### src/hdl/tbrl_pkg.sv
// Shared constants for the token bucket rate limiter.
// Holds field widths, register indexes and reset values; depends on nothing.
`timescale 1ns / 1ps
`default_nettype none

package tbrl_pkg;

    localparam int TIME_W  = 48;
    localparam int LEVEL_W = 26;
    localparam int CFG_W   = 16;
    localparam int PROD_W  = LEVEL_W + CFG_W;
    localparam int S_DATA_W = 48;
    localparam int M_DATA_W = 32;

    localparam logic [LEVEL_W-1:0] TOKEN_SCALE = LEVEL_W'(1000);

    localparam logic [CFG_W-1:0] BURST_RESET = CFG_W'(16);
    localparam logic [CFG_W-1:0] RATE_RESET  = CFG_W'(8);
    localparam logic [LEVEL_W-1:0] CAP_RESET = LEVEL_W'(BURST_RESET) * TOKEN_SCALE;

    typedef enum logic [0:0] {
        REG_BURST_TOKENS = 1'b0,
        REG_REFILL_RATE  = 1'b1
    } cfg_index_t;

endpackage

`default_nettype wire

### src/hdl/token_bucket_rate_limiter.sv
// Top level of the token bucket rate limiter: input register, refill and spend
// logic, result register and configuration registers. Depends on tbrl_pkg.
`timescale 1ns / 1ps
`default_nettype none

// One request is accepted per clock cycle unless m_tready stalls the result register;
// the accepted request is held in the input register until it advances, then the
// refill, clamp and spend logic writes the result register and the bucket state
// together. The rate is set by the loop through the level and last-refill-time
// registers, which holds one 48-bit subtract, one 26 x 16 multiplier and a few compares.
// After reset the bucket is marked unused, so the first request finds it full.
// The ceiling is kept as a scaled cap computed when burst_tokens is written;
// configuration must be written only while no request is in flight.
module token_bucket_rate_limiter (
    input  wire logic                             aclk,
    input  wire logic                             aresetn,
    input  wire logic                             s_tvalid,
    output logic                                  s_tready,
    input  wire logic [tbrl_pkg::S_DATA_W-1:0]    s_tdata,   // now_ms
    output logic                                  m_tvalid,
    input  wire logic                             m_tready,
    output logic [tbrl_pkg::M_DATA_W-1:0]         m_tdata,   // granted, level_after, zero pad
    input  wire logic                             cfg_wr_en,
    input  wire logic                             cfg_wr_index,
    input  wire logic [tbrl_pkg::CFG_W-1:0]       cfg_wr_data
);

    localparam int TW = tbrl_pkg::TIME_W;
    localparam int LW = tbrl_pkg::LEVEL_W;
    localparam int CW = tbrl_pkg::CFG_W;
    localparam int PW = tbrl_pkg::PROD_W;

    logic [LW-1:0] cap_reg;
    logic [CW-1:0] rate_reg;
    logic [LW-1:0] level_reg;
    logic [LW-1:0] level_next;
    logic [TW-1:0] last_time_reg;
    logic [TW-1:0] last_time_next;
    logic          in_valid_reg;
    logic [TW-1:0] now_reg;
    logic          out_valid_reg;
    logic          granted_reg;
    logic          granted_next;
    logic [LW-1:0] level_out_reg;
    logic          advance;

    logic [LW-1:0] lvl_start;
    logic [TW-1:0] last_start;
    logic          time_moved;
    logic [TW-1:0] elapsed;
    logic [PW-1:0] prod;
    logic [LW-1:0] missing;
    logic          saturate;
    logic [LW-1:0] lvl_fill;

    assign advance  = in_valid_reg && (!out_valid_reg || m_tready);
    assign s_tready = !in_valid_reg || advance;
    assign m_tvalid = out_valid_reg;
    assign m_tdata  = {{(tbrl_pkg::M_DATA_W - LW - 1){1'b0}}, level_out_reg, granted_reg};

    always_ff @(posedge aclk) begin
        if (!aresetn) begin
            cap_reg  <= tbrl_pkg::CAP_RESET;
            rate_reg <= tbrl_pkg::RATE_RESET;
        end else if (cfg_wr_en) begin
            unique case (tbrl_pkg::cfg_index_t'(cfg_wr_index))
                tbrl_pkg::REG_BURST_TOKENS: begin
                    cap_reg <= LW'({{(LW - CW){1'b0}}, cfg_wr_data} * tbrl_pkg::TOKEN_SCALE);
                end
                tbrl_pkg::REG_REFILL_RATE: begin
                    rate_reg <= cfg_wr_data;
                end
                default: begin
                    rate_reg <= rate_reg;
                end
            endcase
        end
    end

    always_comb begin
        if (last_time_reg == '0) begin
            lvl_start  = cap_reg;
            last_start = now_reg;
        end else begin
            lvl_start  = level_reg;
            last_start = last_time_reg;
        end
        time_moved = now_reg > last_start;
        elapsed    = now_reg - last_start;
        prod       = {{(PW - LW){1'b0}}, elapsed[LW-1:0]} * {{(PW - CW){1'b0}}, rate_reg};
        missing    = cap_reg - lvl_start;
        saturate   = ((elapsed[TW-1:LW] != '0) && (rate_reg != '0))
                     || (prod >= {{(PW - LW){1'b0}}, missing});

        if (lvl_start >= cap_reg) begin
            lvl_fill = cap_reg;
        end else if (time_moved && saturate) begin
            lvl_fill = cap_reg;
        end else if (time_moved) begin
            lvl_fill = lvl_start + prod[LW-1:0];
        end else begin
            lvl_fill = lvl_start;
        end

        last_time_next = time_moved ? now_reg : last_start;
        granted_next   = lvl_fill >= tbrl_pkg::TOKEN_SCALE;
        level_next     = granted_next ? (lvl_fill - tbrl_pkg::TOKEN_SCALE) : lvl_fill;
    end

    always_ff @(posedge aclk) begin
        if (!aresetn) begin
            in_valid_reg  <= 1'b0;
            out_valid_reg <= 1'b0;
            level_reg     <= '0;
            last_time_reg <= '0;
        end else begin
            if (s_tvalid && s_tready) begin
                in_valid_reg <= 1'b1;
            end else if (advance) begin
                in_valid_reg <= 1'b0;
            end
            if (advance) begin
                out_valid_reg <= 1'b1;
                level_reg     <= level_next;
                last_time_reg <= last_time_next;
            end else if (m_tready) begin
                out_valid_reg <= 1'b0;
            end
        end
    end

    always_ff @(posedge aclk) begin
        if (s_tvalid && s_tready) begin
            now_reg <= s_tdata[TW-1:0];
        end
        if (advance) begin
            granted_reg   <= granted_next;
            level_out_reg <= level_next;
        end
    end

`ifndef ASSERT_OFF
    // A refused request leaves less than one whole token in the bucket.
    assert property (@(posedge aclk) disable iff (!aresetn)
        (out_valid_reg && !granted_reg) |-> (level_out_reg < tbrl_pkg::TOKEN_SCALE))
        else $error("refused request with a whole token left");

    // The reported level never exceeds the scaled ceiling.
    assert property (@(posedge aclk) disable iff (!aresetn)
        out_valid_reg |-> (level_out_reg <= cap_reg))
        else $error("level above the bucket ceiling");

    // With the result register empty the input side is always open.
    assert property (@(posedge aclk) disable iff (!aresetn)
        !out_valid_reg |-> s_tready)
        else $error("input stalled with an empty result register");

    // A processed transaction always produces a pending result on the next cycle.
    assert property (@(posedge aclk) disable iff (!aresetn)
        advance |=> out_valid_reg)
        else $error("result lost after processing");
`endif

endmodule

`default_nettype wire

### config.mk
export PLATFORM = sky130hd
export DESIGN_NAME = token_bucket_rate_limiter
export DESIGN_NICKNAME = d
export VERILOG_FILES = /design/src/hdl/tbrl_pkg.sv /design/src/hdl/token_bucket_rate_limiter.sv
export SDC_FILE = /design/constraint.sdc
export NUM_CORES = 2
export LEC_CHECK = 0
export BUFFER_PORTS_ARGS = -buffer_cell sky130_fd_sc_hd__buf_2
export CORE_ASPECT_RATIO = 2
export CORE_UTILIZATION = 49
export CTS_BUF_LIST = sky130_fd_sc_hd__clkbuf_16
export DETAILED_ROUTE_END_ITERATION = 7
export PLACE_DENSITY = 0.66
export SETUP_SLACK_MARGIN = 0.3
export SLEW_MARGIN = 20
export SYNTH_ARGS = -nofsm -noshare
export SYNTH_HDL_FRONTEND = slang
export SYNTH_SLANG_ARGS = --single-unit
### constraint.sdc
create_clock -name aclk -period 16 [get_ports aclk]
set_clock_uncertainty 0.1 [all_clocks]
set_input_delay 2.4 -clock aclk [delete_from_list [all_inputs] [get_ports aclk]]
set_output_delay 2.4 -clock aclk [all_outputs]
set_load 0.02 [all_outputs]
==> Word-level counts from Yosys, hierarchy flattened <==
Cells that the tools add are included.
{ "classes": {"n_addsub": 4, "mul": 2, "order_cmp": 4, "mux": 11, "bitwise_logic": 1, "reduce_logical": 16} }
{ "ops": {"columns": ["operator", "count"], "rows": [
  ["$mux W26", 5],
  ["$mux W48", 2],
  ["$gt A48 B48 Y1", 1],
  ["$logic_not A48 Y1", 1],
  ["$sub A48 B48 Y48", 1],
  ["$ge A42 B26 Y1", 1],
  ["$mul A26 B16 Y42", 1],
  ["$add A26 B26 Y26", 1],
  ["$ge A26 B10 Y1 const B", 1],
  ["$ge A26 B26 Y1", 1],
  ["$sub A26 B10 Y26 const B", 1],
  ["$sub A26 B26 Y26", 1],
  ["$mul A16 B7 Y23 const B", 1],
  ["$reduce_bool A22 Y1", 1],
  ["$reduce_bool A16 Y1", 1],
  ["$logic_and A1 B1 Y1", 4],
  ["$mux W1", 4],
  ["$reduce_and A2 Y1", 2],
  ["$reduce_bool A2 Y1", 2],
  ["$logic_or A1 B1 Y1", 3],
  ["$logic_not A1 Y1", 2],
  ["$not A1 Y1", 1]
]} }
{ "word_totals": {"register_bits": 190, "inputBits": 70, "out_inout_bits": 34, "word_cells": 47} }

==> Logic depth before layout (Yosys ltp) <==
{ "depth": {"word_depth": 11, "depth_mapped": 68, "ltp_nobuf": 59} }

==> Least setup slack after synthesis <==
OpenSTA, ideal clock, no wires.
{ "synth_timing": {"kind": "flip-flop to flip-flop", "start": "register last_time_reg[3]", "end": "register level_out_reg[21] (data pin)", "setup_ns": 0.255, "arrival_time_ns": 15.495, "required_time_ns": 15.645, "slack_ns": 0.150, "stages_incl_launch_ff": 65, "path_buffers": 10, "period_less_slack_ns": 15.850, "cell_sequence": "dfxtp_1 -> buf_4 -> nor4_4 -> nand4_4 -> nor3_4 -> buf_4 -> buf_1 -> clkbuf_1 -> clkbuf_1 -> buf_1 -> a21oi_1 -> ha_1 -> o21ai_0 -> and2_1 -> o32ai_4 -> a21oi_1 -> o22ai_1 -> a21oi_1 -> [... 29 more ...] -> o21ai_1 -> or4_1 -> or4_1 -> nor2_1 -> and4_1 -> o21ai_2 -> clkbuf_1 -> a211oi_1 -> a21oi_1 -> ha_1 -> or3_1 -> mux2i_2 -> or3b_4 -> nor3_2 -> buf_4 -> a211oi_1 -> nor2_1 -> and3_1"} }
{ "synth_between": {"elab_chain_len": 11, "word_cells_on_any_way": 20, "classes_between": "add/sub (4); mul (1); order compare (4); mux (6); reduce/logical (5)"} }
{ "synth_rtl": {"columns": ["item", "line_no", "source"], "rows": [
  ["start: declaration", "token_bucket_rate_limiter.sv:37", "logic [TW-1:0] last_time_reg;"],
  ["start signal: assignment", "token_bucket_rate_limiter.sv:125", "last_time_reg <= last_time_next;"],
  ["$logic_not A48 Y1", "token_bucket_rate_limiter.sv:81", "if (last_time_reg == '0) begin"],
  ["$mux W48", "token_bucket_rate_limiter.sv:81", null],
  ["$sub A48 B48 Y48", "token_bucket_rate_limiter.sv:89", "elapsed = now_reg - last_start;"],
  ["$mul A26 B16 Y42 or $reduce_bool A22 Y1 (tied branches)", "token_bucket_rate_limiter.sv:90, token_bucket_rate_limiter.sv:92", null],
  ["$ge A42 B26 Y1 or $logic_and A1 B1 Y1 (tied branches)", "token_bucket_rate_limiter.sv:93, token_bucket_rate_limiter.sv:92", null],
  ["$logic_or A1 B1 Y1", "token_bucket_rate_limiter.sv:93", "|| (prod >= {{(PW - LW){1'b0}}, missing});"],
  ["$logic_and A1 B1 Y1", "token_bucket_rate_limiter.sv:97", "end else if (time_moved && saturate) begin"],
  ["$mux W26", "token_bucket_rate_limiter.sv:97", null],
  ["$mux W26 (*)", "token_bucket_rate_limiter.sv:95", "if (lvl_start >= cap_reg) begin"],
  ["$sub A26 B10 Y26 or $ge A26 B10 Y1 (tied branches)", "token_bucket_rate_limiter.sv:107, token_bucket_rate_limiter.sv:106", null],
  ["$mux W26 (*)", "token_bucket_rate_limiter.sv:107", "level_next = granted_next ? (lvl_fill - tbrl_pkg::TOKEN_SCALE) : lvl_fill;"],
  ["named net level_next[21]", "token_bucket_rate_limiter.sv:36", "logic [LW-1:0] level_next;"],
  ["end signal: assignment", "token_bucket_rate_limiter.sv:138", "level_out_reg <= level_next;"],
  ["end: declaration", "token_bucket_rate_limiter.sv:44", "logic [LW-1:0] level_out_reg;"]
]} }
The timed path passes the listed nets; every way through them passes the cells marked *.
A chain may end at the register's enable or synchronous reset.

==> Worst setup path in the final report <==
{ "layout_timing": {"start": "register last_time_reg[22]", "end": "register level_reg[23]"} }
{ "layout_between": {"elab_chain_len": 11, "word_cells_on_any_way": 20, "classes_between": "add/sub (4); mul (1); order compare (4); mux (6); reduce/logical (5)"} }
{ "layout_rtl": {"columns": ["item", "line_no", "source"], "rows": [
  ["$logic_not A48 Y1", "token_bucket_rate_limiter.sv:81", null],
  ["$mux W48", "token_bucket_rate_limiter.sv:81", null],
  ["$sub A48 B48 Y48", "token_bucket_rate_limiter.sv:89", null],
  ["$mul A26 B16 Y42 or $reduce_bool A22 Y1 (tied branches)", "token_bucket_rate_limiter.sv:90, token_bucket_rate_limiter.sv:92", null],
  ["$ge A42 B26 Y1 or $logic_and A1 B1 Y1 (tied branches)", "token_bucket_rate_limiter.sv:93, token_bucket_rate_limiter.sv:92", null],
  ["$logic_or A1 B1 Y1", "token_bucket_rate_limiter.sv:93", null],
  ["$logic_and A1 B1 Y1", "token_bucket_rate_limiter.sv:97", null],
  ["$mux W26", "token_bucket_rate_limiter.sv:97", null],
  ["$mux W26 (*)", "token_bucket_rate_limiter.sv:95", null],
  ["$sub A26 B10 Y26 or $ge A26 B10 Y1 (tied branches)", "token_bucket_rate_limiter.sv:107, token_bucket_rate_limiter.sv:106", null],
  ["$mux W26 (*)", "token_bucket_rate_limiter.sv:107", null],
  ["named net level_next[23]", "token_bucket_rate_limiter.sv:36", null],
  ["end signal: assignment", "token_bucket_rate_limiter.sv:124", "level_reg <= level_next;"],
  ["end: declaration", "token_bucket_rate_limiter.sv:35", "logic [LW-1:0] level_reg;"]
]} }
Marked as above.

==> results.json <==
{
  "outcome": "complete, no violations",
  "netlist_area_um2": 31500,
  "cts-root-buf": "clkbuf_16",
  "maxCapViolations": 0,
  "synth_seq_area_share": 0.144,
  "clk_latency_ns": 0.52,
  "hold_viol_final": 0,
  "dr.pass1.iters": 8,
  "synth_cell_types": 102,
  "p_sw_mw": 4.35,
  "setup_ws_ns": 0.987,
  "wire_per_inst_um": 23.2,
  "clk_pin_slew_worst_paths_ns": 0.07,
  "final_cell_mix": "512 x nand2_1, 500 x inv_1, 389 x fa_1",
  "rsz0062_at_grt": "false",
  "dp.cells": 4599,
  "finalCritPeriodShare": 0.938,
  "nets": 4575,
  "cts.sinks": 190,
  "multi_input_area_um2": 24400,
  "filler_cell_count": 6050,
  "gp_congestion": 1.06,
  "path_class": "reg2reg",
  "power_density_nw_per_um2": 229,
  "internal-power_mw": 3.42,
  "start_kind": "register",
  "antenna_found_initial": 3,
  "dieArea_um2": 65400,
  "grt-ovfl-total": 0,
  "die-height_um": 361,
  "power_frac_clock": 0.066,
  "cts_buffer_depth": 3,
  "worstHoldPathType": "reg2reg",
  "tns_ns": 0,
  "switching_share": 0.560,
  "ioPinCount": 104,
  "row_count": 131,
  "cts_setup_buffers": 0,
  "setup_violations": 0,
  "synth_area_per_cell_um2": 8.36,
  "ir_drop_mv": 0.169,
  "critPathRequiredTime_ns": 16.35,
  "crit_slowest_cell": "or4_1",
  "synth_edf_count": 75,
  "worstSetupStartpoint": "last_time_reg[22]",
  "worstPathMaxFanout": 78,
  "grtUsageTotal": 0.337,
  "drv_slew": 0,
  "area_delta_synth_final_pct": 7.84,
  "p_seq_frac": 0.087,
  "hold_slack_ns": 0.354,
  "dp_slack_ns": 0.742,
  "cts_hold_buffers": 0,
  "max-slew-margin-rel": 0.306,
  "synth_seq_cells": 190,
  "tightest_slew_ns": 1.04,
  "slowest_delay_ns": 0.69,
  "viasPerCell": 5.99,
  "drive_gt1_frac": 0.0829,
  "cts_buffers": 25,
  "vias": 27800,
  "final-seq-area_um2": 4550,
  "mostFrequentLayoutCell": "nand2_1",
  "grt_start_max_net_pins": 79,
  "cpMostUsedCell": "fa_1",
  "ys.flop_type": "dfxtp_1",
  "timing.rr.start": "last_time_reg[22]",
  "ys.warnings.count": 0,
  "finalPower_mw": 7.77,
  "drc": 0,
  "hp-start": "rate_reg[5]",
  "initial_core_util": 0.494,
  "coreArea_um2": 63800,
  "hpwl_um": 89100,
  "layout.cells.non_filler": 4635,
  "synthCells": 3772,
  "fp.dieW_um": 181,
  "grtUsageMet1": 0.305,
  "fin_crit_ns": 15.01,
  "p_leak_nw": 15.7,
  "pwr-share-comb": 0.846,
  "drtIter0Drc": 1430,
  "top_usage_layer": "met2",
  "portBuffers": 98,
  "drt-total-wl_um": 108000,
  "grt_pass1_vias": 29700,
  "end_kind": "register",
  "ant_nets": 0,
  "cts_tree": "done",
  "grt_first_pass_wirelength_um": 165000,
  "grtUsageMet2": 0.641,
  "synthArstFlopShare": 0,
  "met3_usage": 0.0404,
  "max_freq_mhz": 66.6,
  "cp.arrival_ns": 15.36,
  "cts.htree.levels": 4
}
[Yosys cell counts, types with 59 or more instances]
cell type,number,area share
dfxtp_1,115,0.073
clkbuf_1,162,0.019
and2_1,180,0.036
a21oi_1,286,0.045
edfxtp_1,75,0.071
nand3_1,68,0.011
o21ai_0,111,0.018
inv_1,501,0.060
a21o_1,60,0.014
fa_1,389,0.25
xnor2_1,93,0.026
nor3_1,59,0.0094
ha_1,287,0.11
nor2_1,182,0.022
nand2_1,512,0.061
[layout make-up]
type / instances / share of cell area
flip-flops and latches: 190 / 0.134
well taps: 798 / 0.0294
inverters: 501 / 0.0554
clock inverters: 8 / 0.00261
clock buffers: 25 / 0.0184
repair buffers: 216 / 0.0412
diodes: 2 / 0.000147
multi-input cells: 2895 / 0.719
[worst paths after layout]
path / to / slack (ns) / cells past startpoint
max: level_reg[23] / 0.99 / 50
min reg2reg: rate_reg[5] / 0.35 / 2
max reg2reg: level_reg[23] / 0.99 / 50
min: rate_reg[5] / 0.35 / 2
[stage by stage]
stage,util,area [um^2]
5_1_grt,0.533,34000
3_5_place_dp,0.521,33200
2_1_floorplan,-,31500
3_3_place_gp,0.521,33200
6_report,0.533,34000
4_1_cts,0.532,33900
[cell families (layout without fill, tap and decap cells)]
logic type | count (synthesis) | in the layout | share of synthesized area
AO/OA/AOI/OAI | 780 | 780 | 0.160
flip-flops | 190 | 190 | 0.144
buffers and inverters | 691 | 750 | 0.0841
multiplexers | 50 | 50 | 0.0162
XOR/XNOR | 144 | 144 | 0.0400
other | 1 | 7 | 0.000119
AND/OR/NAND/NOR | 1239 | 1239 | 0.193
adder cells (fa/ha/maj) | 677 | 677 | 0.361
[worst max-delay path: cells and delay by family, from the launching register on]
| kind | cells | cell delay, ns |
|---|---|---|
| AND/OR/NAND/NOR | 21 | 5.85 |
| adder cells (fa/ha/maj) | 10 | 4.42 |
| buffers and inverters | 4 | 0.56 |
| multiplexers | 1 | 0.22 |
| AO/OA/AOI/OAI | 12 | 2.62 |
| XOR/XNOR | 2 | 0.79 |
| flip-flops | 1 | 0.33 |
[power by group through the flow]
stage	clock network [mW]	logic, mW	registers, mW
2_1_floorplan	0	4.47	0.663
3_3_place_gp	0	6.42	0.684
3_5_place_dp	0	6.42	0.682
4_1_cts	0.521	6.48	0.673
5_1_grt	0.536	7.26	0.682
6_report	0.515	6.58	0.679
[what timing repair did]
item / in CTS / in global routing
endpoints found under the hold margin: 0 / 0
resized for setup: 0 / 10
endpoints found under the setup margin: 0 / 28
[per-layer routing]
layer | share of wire | up-vias
met5 | 0.00012 | -
met4 | 0.10 | 2
met3 | 0.042 | 456
met2 | 0.54 | 1023
met1 | 0.31 | 13600
li1 | - | 12700
Note: power is estimated with default switching activity, not from simulation.
